--- config.mk ---
export PLATFORM = sky130hd
export DESIGN_NAME = step_cost_budget_meter
export DESIGN_NICKNAME = d
export VERILOG_FILES = /design/src/rtl/core/scbm_pkg.sv /design/src/rtl/core/step_cost_budget_meter.sv /design/src/rtl/core/scbm_regs.sv /design/src/rtl/core/scbm_useq.sv /design/src/rtl/core/scbm_dpath.sv
export SDC_FILE = /design/constraint.sdc
export NUM_CORES = 2
export LEC_CHECK = 0
export BUFFER_PORTS_ARGS = -buffer_cell sky130_fd_sc_hd__buf_2
export CAP_MARGIN = 5
export CORE_MARGIN = 10
export CORE_UTILIZATION = 40
export CTS_CLUSTER_DIAMETER = 50
export DETAILED_ROUTE_END_ITERATION = 8
export PLACE_DENSITY = 0.65
export REMOVE_ABC_BUFFERS = 1
export SETUP_SLACK_MARGIN = 0.2
export SLEW_MARGIN = 30
export SYNTH_ARGS = -nofsm -noshare
export SYNTH_HDL_FRONTEND = slang
export SYNTH_SLANG_ARGS = --single-unit
--- constraint.sdc ---
create_clock -name clk -period 13.65 [get_ports clk]
set_input_delay 3.4125 -clock clk [delete_from_list [all_inputs] [get_ports clk]]
set_output_delay 3.4125 -clock clk [all_outputs]
set_load 0.005 [all_outputs]
--- src/rtl/core/scbm_pkg.sv ---
// Shared types, constants, saturating arithmetic and the microcode table of the budget meter.
package scbm_pkg;

  localparam int BUDGET_W = 64;
  localparam int COST_W   = 30;
  localparam int CNT_W    = 8;
  localparam int PROD_W   = CNT_W + COST_W;
  localparam int UPC_W    = 3;
  localparam int ADDR_W   = 5;

  typedef logic [UPC_W-1:0] upc_t;

  // Microcode addresses.
  localparam upc_t UA_IDLE    = 3'd0;
  localparam upc_t UA_BEGIN   = 3'd1;
  localparam upc_t UA_STARTUP = 3'd2;
  localparam upc_t UA_COUNT   = 3'd3;
  localparam upc_t UA_WSTART  = 3'd4;
  localparam upc_t UA_WMUL    = 3'd5;
  localparam upc_t UA_WSUB    = 3'd6;
  localparam upc_t UA_REPORT  = 3'd7;

  typedef enum logic [2:0] {
    UOP_IDLE    = 3'd0,
    UOP_BEGIN   = 3'd1,
    UOP_STARTUP = 3'd2,
    UOP_COUNT   = 3'd3,
    UOP_WSTART  = 3'd4,
    UOP_WMUL    = 3'd5,
    UOP_WSUB    = 3'd6,
    UOP_REPORT  = 3'd7
  } uop_t;

  typedef enum logic [2:0] {
    JMP_SEQ      = 3'd0,
    JMP_GOTO     = 3'd1,
    JMP_DISPATCH = 3'd2,
    JMP_SETTLE   = 3'd3,
    JMP_LOOP     = 3'd4,
    JMP_HOLD     = 3'd5
  } jmp_t;

  typedef enum logic [1:0] {
    ACT_BEGIN   = 2'd0,
    ACT_STARTUP = 2'd1,
    ACT_STEP    = 2'd2,
    ACT_FLUSH   = 2'd3
  } action_t;

  localparam logic [1:0] REG_INITIAL_CPU   = 2'd0;
  localparam logic [1:0] REG_INITIAL_MEM   = 2'd1;
  localparam logic [1:0] REG_STEP_CPU_COST = 2'd2;
  localparam logic [1:0] REG_STEP_MEM_COST = 2'd3;

  localparam logic [COST_W-1:0] RST_CPU_COST = 30'd16000;
  localparam logic [COST_W-1:0] RST_MEM_COST = 30'd100;
  localparam logic signed [BUDGET_W-1:0] STARTUP_CHARGE = 64'sd100;
  localparam logic signed [BUDGET_W-1:0] BUDGET_MAX = {1'b0, {(BUDGET_W-1){1'b1}}};
  localparam logic signed [BUDGET_W-1:0] BUDGET_MIN = {1'b1, {(BUDGET_W-1){1'b0}}};

  typedef struct packed {
    logic [1:0] action;
    logic [3:0] step_kind;
  } in_beat_t;

  typedef struct packed {
    logic signed [BUDGET_W-1:0] cpu_left;
    logic signed [BUDGET_W-1:0] mem_left;
    logic                       within_budget;
  } out_beat_t;

  typedef struct packed {
    logic signed [BUDGET_W-1:0] init_cpu;
    logic signed [BUDGET_W-1:0] init_mem;
    logic [COST_W-1:0]          step_cpu_cost;
    logic [COST_W-1:0]          step_mem_cost;
  } cfg_t;

  typedef struct packed {
    uop_t op;
    jmp_t jmp;
    upc_t target;
  } uword_t;

  typedef struct packed {
    uop_t op;
    logic take;
  } ctrl_t;

  typedef struct packed {
    logic settle;
    logic walk_last;
    logic out_busy;
  } stat_t;

  // a - b clamped to the signed 64-bit range.
  function automatic logic signed [BUDGET_W-1:0] sat_sub(
    input logic signed [BUDGET_W-1:0] a,
    input logic signed [BUDGET_W-1:0] b
  );
    logic signed [BUDGET_W-1:0] r;
    r = a - b;
    if ((a[BUDGET_W-1] != b[BUDGET_W-1]) && (r[BUDGET_W-1] != a[BUDGET_W-1])) begin
      sat_sub = a[BUDGET_W-1] ? BUDGET_MIN : BUDGET_MAX;
    end else begin
      sat_sub = r;
    end
  endfunction

  // Control store. The settlement walk is WSTART, then WMUL and WSUB once per kind.
  function automatic uword_t ucode_rom(input upc_t addr);
    uword_t w;
    unique case (addr)
      UA_IDLE:    w = '{op: UOP_IDLE,    jmp: JMP_DISPATCH, target: UA_IDLE};
      UA_BEGIN:   w = '{op: UOP_BEGIN,   jmp: JMP_GOTO,     target: UA_REPORT};
      UA_STARTUP: w = '{op: UOP_STARTUP, jmp: JMP_GOTO,     target: UA_REPORT};
      UA_COUNT:   w = '{op: UOP_COUNT,   jmp: JMP_SETTLE,   target: UA_REPORT};
      UA_WSTART:  w = '{op: UOP_WSTART,  jmp: JMP_SEQ,      target: UA_IDLE};
      UA_WMUL:    w = '{op: UOP_WMUL,    jmp: JMP_SEQ,      target: UA_IDLE};
      UA_WSUB:    w = '{op: UOP_WSUB,    jmp: JMP_LOOP,     target: UA_WMUL};
      UA_REPORT:  w = '{op: UOP_REPORT,  jmp: JMP_HOLD,     target: UA_IDLE};
    endcase
    return w;
  endfunction

endpackage

--- src/rtl/core/step_cost_budget_meter.sv ---
// Sequence: an accepted begin, startup or unsettled step runs its microcode word, then REPORT
// loads the result beat. A flush, and a step that reaches the slippage threshold after COUNT,
// run the settlement walk before REPORT, doing one multiply and one subtract per kind.
// Throughput: one item at a time; the next is accepted once the result sits in the output
// register (REPORT waits while the output is stalled). Reset (synchronous, rst_n low)
// clears budgets, counters and output valid and restores the default step costs.
module step_cost_budget_meter
  import scbm_pkg::*;
#(
  parameter int STEP_KINDS = 9,
  parameter int SLIPPAGE   = 200
) (
  input  logic                clk,
  input  logic                rst_n,
  input  logic                in_valid,
  output logic                in_ready,
  input  in_beat_t            in_data,
  output logic                out_valid,
  input  logic                out_ready,
  output out_beat_t           out_data,
  input  logic                psel,
  input  logic                penable,
  input  logic                pwrite,
  input  logic [ADDR_W-1:0]   paddr,
  input  logic [BUDGET_W-1:0] pwdata,
  output logic [BUDGET_W-1:0] prdata,
  output logic                pready
);

  cfg_t  cfg;
  ctrl_t ctrl;
  stat_t stat;

  scbm_regs u_regs (
    .clk     (clk),
    .rst_n   (rst_n),
    .psel    (psel),
    .penable (penable),
    .pwrite  (pwrite),
    .paddr   (paddr),
    .pwdata  (pwdata),
    .prdata  (prdata),
    .pready  (pready),
    .cfg     (cfg)
  );

  scbm_useq u_useq (
    .clk       (clk),
    .rst_n     (rst_n),
    .in_valid  (in_valid),
    .in_action (in_data.action),
    .in_ready  (in_ready),
    .stat      (stat),
    .ctrl      (ctrl)
  );

  scbm_dpath #(
    .STEP_KINDS (STEP_KINDS),
    .SLIPPAGE   (SLIPPAGE)
  ) u_dpath (
    .clk          (clk),
    .rst_n        (rst_n),
    .ctrl         (ctrl),
    .cfg          (cfg),
    .in_step_kind (in_data.step_kind),
    .stat         (stat),
    .out_valid    (out_valid),
    .out_ready    (out_ready),
    .out_data     (out_data)
  );

endmodule

--- src/rtl/core/scbm_regs.sv ---
// Configuration register file behind the APB-style port.
module scbm_regs
  import scbm_pkg::*;
(
  input  logic                clk,
  input  logic                rst_n,
  input  logic                psel,
  input  logic                penable,
  input  logic                pwrite,
  input  logic [ADDR_W-1:0]   paddr,
  input  logic [BUDGET_W-1:0] pwdata,
  output logic [BUDGET_W-1:0] prdata,
  output logic                pready,
  output cfg_t                cfg
);

  cfg_t       cfg_r, cfg_nxt;
  logic [1:0] reg_idx;
  logic       wr_en;

  assign pready  = 1'b1;
  assign reg_idx = paddr[ADDR_W-1:3];
  assign wr_en   = psel && penable && pwrite;
  assign cfg     = cfg_r;

  always_comb begin
    cfg_nxt = cfg_r;
    if (wr_en) begin
      unique case (reg_idx)
        REG_INITIAL_CPU:   cfg_nxt.init_cpu      = pwdata;
        REG_INITIAL_MEM:   cfg_nxt.init_mem      = pwdata;
        REG_STEP_CPU_COST: cfg_nxt.step_cpu_cost = pwdata[COST_W-1:0];
        REG_STEP_MEM_COST: cfg_nxt.step_mem_cost = pwdata[COST_W-1:0];
      endcase
    end
  end

  always_comb begin
    unique case (reg_idx)
      REG_INITIAL_CPU:   prdata = cfg_r.init_cpu;
      REG_INITIAL_MEM:   prdata = cfg_r.init_mem;
      REG_STEP_CPU_COST: prdata = BUDGET_W'(cfg_r.step_cpu_cost);
      REG_STEP_MEM_COST: prdata = BUDGET_W'(cfg_r.step_mem_cost);
    endcase
  end

  always_ff @(posedge clk) begin
    if (!rst_n) begin
      cfg_r.init_cpu      <= '0;
      cfg_r.init_mem      <= '0;
      cfg_r.step_cpu_cost <= RST_CPU_COST;
      cfg_r.step_mem_cost <= RST_MEM_COST;
    end else begin
      cfg_r <= cfg_nxt;
    end
  end

endmodule

--- src/rtl/core/scbm_useq.sv ---
// Microcode sequencer: microprogram counter, control store and next-address logic.
module scbm_useq
  import scbm_pkg::*;
(
  input  logic       clk,
  input  logic       rst_n,
  input  logic       in_valid,
  input  logic [1:0] in_action,
  output logic       in_ready,
  input  stat_t      stat,
  output ctrl_t      ctrl
);

  upc_t   upc_r, upc_nxt;
  uword_t uw;
  upc_t   upc_inc;

  assign uw        = ucode_rom(upc_r);
  assign upc_inc   = upc_r + 3'd1;
  assign in_ready  = (uw.op == UOP_IDLE);
  assign ctrl.op   = uw.op;
  assign ctrl.take = in_valid && in_ready;

  always_comb begin
    upc_nxt = upc_r;
    unique case (uw.jmp)
      JMP_SEQ:  upc_nxt = upc_inc;
      JMP_GOTO: upc_nxt = uw.target;
      JMP_DISPATCH: begin
        if (in_valid) begin
          unique case (action_t'(in_action))
            ACT_BEGIN:   upc_nxt = UA_BEGIN;
            ACT_STARTUP: upc_nxt = UA_STARTUP;
            ACT_STEP:    upc_nxt = UA_COUNT;
            ACT_FLUSH:   upc_nxt = UA_WSTART;
          endcase
        end
      end
      JMP_SETTLE: upc_nxt = stat.settle ? upc_inc : uw.target;
      JMP_LOOP:   upc_nxt = stat.walk_last ? upc_inc : uw.target;
      JMP_HOLD:   upc_nxt = stat.out_busy ? upc_r : uw.target;
      default:    upc_nxt = UA_IDLE;
    endcase
  end

  always_ff @(posedge clk) begin
    if (!rst_n) begin
      upc_r <= UA_IDLE;
    end else begin
      upc_r <= upc_nxt;
    end
  end

  // Only one item is in flight: the beat after an accept cannot take another.
  a_one_item: assert property (@(posedge clk) disable iff (!rst_n)
    (in_valid && in_ready) |=> !in_ready)
    else $error("second item accepted while one is in flight");

endmodule

--- src/rtl/core/scbm_dpath.sv ---
// Datapath: budgets, per-kind counters, cost multiplier, saturating subtractor and result register.
module scbm_dpath
  import scbm_pkg::*;
#(
  parameter int STEP_KINDS = 9,
  parameter int SLIPPAGE   = 200
) (
  input  logic       clk,
  input  logic       rst_n,
  input  ctrl_t      ctrl,
  input  cfg_t       cfg,
  input  logic [3:0] in_step_kind,
  output stat_t      stat,
  output logic       out_valid,
  input  logic       out_ready,
  output out_beat_t  out_data
);

  localparam int KW = (STEP_KINDS > 1) ? $clog2(STEP_KINDS) : 1;
  localparam logic [4:0]       KINDS_LIM = 5'(STEP_KINDS);
  localparam logic [CNT_W:0]   SLIP_LIM  = (CNT_W+1)'(SLIPPAGE);
  localparam logic [KW-1:0]    LAST_IDX  = KW'(STEP_KINDS - 1);

  logic [3:0]                 kind_r, kind_nxt;
  logic signed [BUDGET_W-1:0] cpu_r, cpu_nxt;
  logic signed [BUDGET_W-1:0] mem_r, mem_nxt;
  logic [CNT_W-1:0]           cnt_r [STEP_KINDS];
  logic [CNT_W-1:0]           cnt_nxt [STEP_KINDS];
  logic [CNT_W-1:0]           total_r, total_nxt;
  logic [KW-1:0]              idx_r, idx_nxt;
  logic [PROD_W-1:0]          prod_cpu_r, prod_cpu_nxt;
  logic [PROD_W-1:0]          prod_mem_r, prod_mem_nxt;
  logic                       out_valid_r, out_valid_nxt;
  out_beat_t                  out_data_r, out_data_nxt;

  logic                       kind_ok;
  logic [KW-1:0]              rd_idx;
  logic [CNT_W-1:0]           rd_cnt;
  logic                       in_budget;

  // One read port on the counters: the step kind while counting, the walk index otherwise.
  assign kind_ok = ({1'b0, kind_r} < KINDS_LIM);
  assign rd_idx  = (ctrl.op == UOP_COUNT) ? kind_r[KW-1:0] : idx_r;
  assign rd_cnt  = cnt_r[rd_idx];

  assign stat.settle    = kind_ok && (({1'b0, total_r} + 9'd1) >= SLIP_LIM);
  assign stat.walk_last = (idx_r == LAST_IDX);
  assign stat.out_busy  = out_valid_r && !out_ready;

  assign in_budget =
    ($signed(sat_sub(cfg.init_cpu, cpu_r)) <= $signed(cfg.init_cpu)) &&
    ($signed(sat_sub(cfg.init_mem, mem_r)) <= $signed(cfg.init_mem));

  assign out_valid = out_valid_r;
  assign out_data  = out_data_r;

  always_comb begin
    kind_nxt      = kind_r;
    cpu_nxt       = cpu_r;
    mem_nxt       = mem_r;
    cnt_nxt       = cnt_r;
    total_nxt     = total_r;
    idx_nxt       = idx_r;
    prod_cpu_nxt  = prod_cpu_r;
    prod_mem_nxt  = prod_mem_r;
    out_valid_nxt = out_valid_r && !out_ready;
    out_data_nxt  = out_data_r;
    unique case (ctrl.op)
      UOP_IDLE: begin
        if (ctrl.take) begin
          kind_nxt = in_step_kind;
        end
      end
      UOP_BEGIN: begin
        cpu_nxt = cfg.init_cpu;
        mem_nxt = cfg.init_mem;
        for (int k = 0; k < STEP_KINDS; k++) begin
          cnt_nxt[k] = '0;
        end
        total_nxt = '0;
      end
      UOP_STARTUP: begin
        cpu_nxt = sat_sub(cpu_r, STARTUP_CHARGE);
        mem_nxt = sat_sub(mem_r, STARTUP_CHARGE);
      end
      UOP_COUNT: begin
        if (kind_ok) begin
          cnt_nxt[rd_idx] = rd_cnt + 8'd1;
          total_nxt       = total_r + 8'd1;
        end
      end
      UOP_WSTART: begin
        idx_nxt   = '0;
        total_nxt = '0;
      end
      UOP_WMUL: begin
        // A zero count gives a zero charge, so empty kinds need no skip.
        prod_cpu_nxt    = PROD_W'(rd_cnt) * PROD_W'(cfg.step_cpu_cost);
        prod_mem_nxt    = PROD_W'(rd_cnt) * PROD_W'(cfg.step_mem_cost);
        cnt_nxt[rd_idx] = '0;
      end
      UOP_WSUB: begin
        cpu_nxt = sat_sub(cpu_r, BUDGET_W'(prod_cpu_r));
        mem_nxt = sat_sub(mem_r, BUDGET_W'(prod_mem_r));
        if (!stat.walk_last) begin
          idx_nxt = idx_r + KW'(1);
        end
      end
      UOP_REPORT: begin
        if (!stat.out_busy) begin
          out_valid_nxt              = 1'b1;
          out_data_nxt.cpu_left      = cpu_r;
          out_data_nxt.mem_left      = mem_r;
          out_data_nxt.within_budget = in_budget;
        end
      end
    endcase
  end

  always_ff @(posedge clk) begin
    if (!rst_n) begin
      cpu_r       <= '0;
      mem_r       <= '0;
      total_r     <= '0;
      out_valid_r <= 1'b0;
      for (int k = 0; k < STEP_KINDS; k++) begin
        cnt_r[k] <= '0;
      end
    end else begin
      cpu_r       <= cpu_nxt;
      mem_r       <= mem_nxt;
      total_r     <= total_nxt;
      out_valid_r <= out_valid_nxt;
      cnt_r       <= cnt_nxt;
    end
  end

  always_ff @(posedge clk) begin
    kind_r     <= kind_nxt;
    idx_r      <= idx_nxt;
    prod_cpu_r <= prod_cpu_nxt;
    prod_mem_r <= prod_mem_nxt;
    out_data_r <= out_data_nxt;
  end

  // Reaching the threshold always settles, so the total never passes it.
  a_total_bound: assert property (@(posedge clk) disable iff (!rst_n)
    ({1'b0, total_r} <= SLIP_LIM))
    else $error("step total exceeded the slippage threshold");

  // A finished walk leaves the total cleared.
  a_walk_clears: assert property (@(posedge clk) disable iff (!rst_n)
    (ctrl.op == UOP_WSUB && stat.walk_last) |=> (total_r == '0))
    else $error("settlement walk ended with a nonzero total");

endmodule
==> results <==
- After detailed routing, the number of vias per cell comes to around 5.9.
- The number of flops mapped to enable cells by yosys is about 210.
- Ranked by instance count, the synthesized netlist is headed by 838 x nand2_1, 778 x inv_1, 731 x a21oi_1.
- For the worst-skew pair, the clock arrives at the later sink with an insertion delay of between 700 and 800 ps.
- Of the total power, registers draw 18.7%.
- The kind of cell with the highest combined delay on the critical path is compound AO/OA/AOI/OAI gates.
- The detailed-router iteration count before antenna repair is 9.
- The clock-pin slew reported for the worst setup and hold paths after clock tree synthesis is about 70 ps.
- The total of cells resized after clock tree synthesis is 0.
- The share of total power dissipated in combinational logic is 61.6%.
- For this design the total switching power over the nets is 6.45 mW.
- In this design, the stage delay of the slowest critical-path cell is just over 600 ps.
- Counting every sink on the clock net gives ~620.
- The number of nets in the final layout is 8,152.
- In this run the deepest clock path goes through 3 buffers.
- The upper clock frequency limit is ~110 MHz.
- The final cycle utilization of the critical path is approximately 68%.
- For this block, wires on met1 add up to roughly 89,000 um.
- The detail route stage leaves a number of antenna-violating nets equal to 0.
- STA classifies the critical path endpoint as a register.
- The first global-routing pass estimated between 300,000 and 400,000 um of wire.
- Once placement finished, the instance area stood at ~62,000 um2.
- The startpoint type of the worst setup path is a register.
- Along the worst path, the maximum fanout reaches 62.
- The final reports fail on DRC.
- The number of setup buffers added after CTS is 0.
- Data on the critical path is required at its endpoint by about 14,000 ps.
- The critical path's most frequent cell is fa_1.
- The routed wirelength normalized by instance count is between 20 and 25 um.
- For this run, the number of Yosys warnings is 0.
- The number of different library cells used by synthesis comes to 94.
- The footprint of the multi-input gates is around 40,000 um2.
- The tool flagged a number of max-cap violations equal to 0.
- The synthesized design contains 621 register bits.
- The hold buffer count at cts is 0.
- The via count of the first global-routing pass is 52,000.
- Of the cells placed in the final design, the portion with a size suffix greater than 1 is around a tenth.
- In this run, CTS created clock tree buffers numbering between 90 and 100.
- The worst-case vdd ir drop is approximately 140 uV.
- The total number of placement rows is 140.
- nand2_1 is the most common cell in the netlist.
- The number of setup violations in the final report is 0.
- The smallest clock period supported by the final layout is computed as 9340 ps.
- The kind of critical path is reg2reg.
- Summed over all layers, the global routing overflow is 0.
- In the synthesized netlist the dominant register cell turns out to be dfxtp_1.
- After routing the design area is 65,500 um2.
- The final wirelength is 209,000 um.
- Port buffering added about 270 buffers.
- The number of top-level design ports is between 200 and 300.
- The die height is 403 um.
- The internal portion of the total power is 6.87 mW.
- In the synthesized netlist the async set-or-reset flop fraction comes to 0%.
- After detailed routing, no signal wire sits above met5.
- The count of H-tree levels built during CTS is 3.
- After synthesis, the cell types taking the most area are dfxtp_1 14%, fa_1 12%, edfxtp_1 11%.
- The mean post-synth cell area is around 8 um2.
- The leading area contributor after synthesis is dfxtp_1.
- After synthesis, the largest area contributor takes up between 10% and 20% of total cell area.
- The effective utilization at floorplan is around two fifths.
- The root buffer cell is clkbuf_16.
- At the pin with the least slew margin, the transition time is approximately 1000 ps.
- Leaving out filler cells and counting taps, the final layout contains slightly above 9,000.
- After technology mapping, the gate count stands at approximately 7,000.
- The analysis attributes to cell leakage a power of between 20 and 30 nW.
- Net switching is 48.4% of the power.
- The total standard cell area after synthesis is 58,700 um2.
- The setup slack at placement is approximately 4500 ps.
- The areal power density over the cells is ~200 nW/um2.
- The cell with the largest stage delay on the worst path is buf_4.
- Setup repair after global routing left no endpoint under its margin.
- The initial antenna violation count came to 31.
- The final-report hold violation count came to 0.
- In this run the standard cell core region covers ~150,000 um2.
- The aggregate negative setup slack is 0 ps.
- The synthesis-to-layout area growth is 11.5%.
- The wire length on met3 is a little under 20,000 um.
- The max-slew violation count is 0.
- The die area is around 160,000 um2.
- The total routing usage reported by global routing is between 20% and 30%.
- The register area is around 15,000 um2.
- Once routing completed, OpenROAD measured the worst setup slack at about 4300 ps.
- The post-route DRC violation count is 1.
- The maximum number of pins on one net before global-route repair is 156.
- For the final database, setup skew stands at ~42 ps.
- The sum of buffers and inverters on the critical path is 6.
- In this run the worst hold path is classified as reg2reg.
- The worst-case headroom to the max-slew limit is between 30% and 40%.
- The x dimension of the die is just over 400 um.
- The total number of vias is 54,400.
- The wire-length estimate of the detail-placed layout is about 160,000 um.
- The number of design-rule violations left by the first detailed-router iteration is about 5,400.
- The sequential area share after synthesis is around 25%.
- The worst path arrival time is 9800 ps.
- TritonCTS built the clock tree.
- The final core area utilization is 44.9%.
- Detailed routing placed a total of 91,100 um of wire on met2.
- Including well taps, the total number of placed cells is 9,087.
- The relative contribution of the clock network to total power is approximately a fifth.
- After filler insertion, the fill cell instance count of the layout stands at roughly 14,000.
- The placer congestion estimate is slightly below 1.
- The worst hold margin is 463 ps.
- The run finished, with violations left.
- The final total power is about 13 mW.
-- registers in the layout (all words and copies together) (netlist names), 8 cells and up --
| register | cells |
|---|---|
| u_dpath.out_data | 129 |
| u_dpath.total_r | 8 |
| u_dpath.prod_mem_r | 38 |
| u_dpath.prod_cpu_r | 38 |
| u_dpath.mem_r | 64 |
| u_dpath.cpu_r | 64 |
| u_regs.cfg | 188 |
| u_useq.uw | 8 |
| u_dpath.cnt_r | 72 |
-- placed cells by master, fill, tap and decap left out, drive strengths merged, types with 202 or more instances in the layout --
| cell type | instances |
|---|---|
| xnor2 | 202 |
| edfxtp | 213 |
| dfxtp | 408 |
| nand2 | 838 |
| o21ai | 344 |
| inv | 814 |
| a21oi | 731 |
| ha | 459 |
| a21o | 211 |
| and2 | 379 |
| nor2 | 413 |
| fa | 342 |
| buf | 366 |
-- layout make-up --
cell class | instances | share of cell area, %
multi-input cells | 5402 | 61.2
flip-flops and latches | 621 | 22.2
inverters | 781 | 4.49
clock buffers | 110 | 3.87
well taps | 1917 | 3.66
repair buffers | 366 | 3.22
clock inverters | 70 | 1.31
diodes | 13 | 0.0497
-- per-layer routing --
layer | vias up | global-route usage [%]
met3 | 428 | 5.35
met1 | 26400 | 33.6
met5 | - | 0
met2 | 2336 | 37.5
met4 | 24 | 10.5
li1 | 25200 | -
-- power by group through the flow --
stage                     clock network, mW  registers (mW)  logic [mW]
after global placement                    0            2.51        7.78
final                                  2.62            2.49        8.20
after detailed placement                  0            2.52        7.92
after global routing                   2.74            2.52        9.00
after CTS                              2.66            2.48        7.99
after floorplan                           0            2.39        5.81
-- tightest hold or removal path: cells and delay by family, from the launching register on --
family / cells / cell delay [ps]
compound gates: 1 / 50
flops: 1 / 310
simple gates: 1 / 50
-- worst paths after layout --
path | cells after the start | slack [ps] | to | start
worst max-delay path | 27 | 4310 | u_dpath.prod_cpu_r[37] | u_useq.uw[8]
worst min-delay path | 2 | 460 | u_dpath.cnt_r[1] | u_dpath.cnt_r[1]
worst max register to register | 27 | 4310 | u_dpath.prod_cpu_r[37] | u_useq.uw[8]
worst min register to register | 2 | 460 | u_dpath.cnt_r[1] | u_dpath.cnt_r[1]
-- cells by family after synthesis --
kind of cell / Yosys count / synth area share [%]
buffers and inverters: 1141 / 7.39
other: 1 / 0.00639
adders and majority gates: 801 / 21.4
and+or+nand+nor: 2281 / 18.7
AOI/OAI and AO/OA: 1933 / 20.6
DFF: 621 / 24.8
muxes: 106 / 2.80
xor gates and xnor gates: 280 / 4.19
Note: power is estimated with default switching activity, not from simulation.
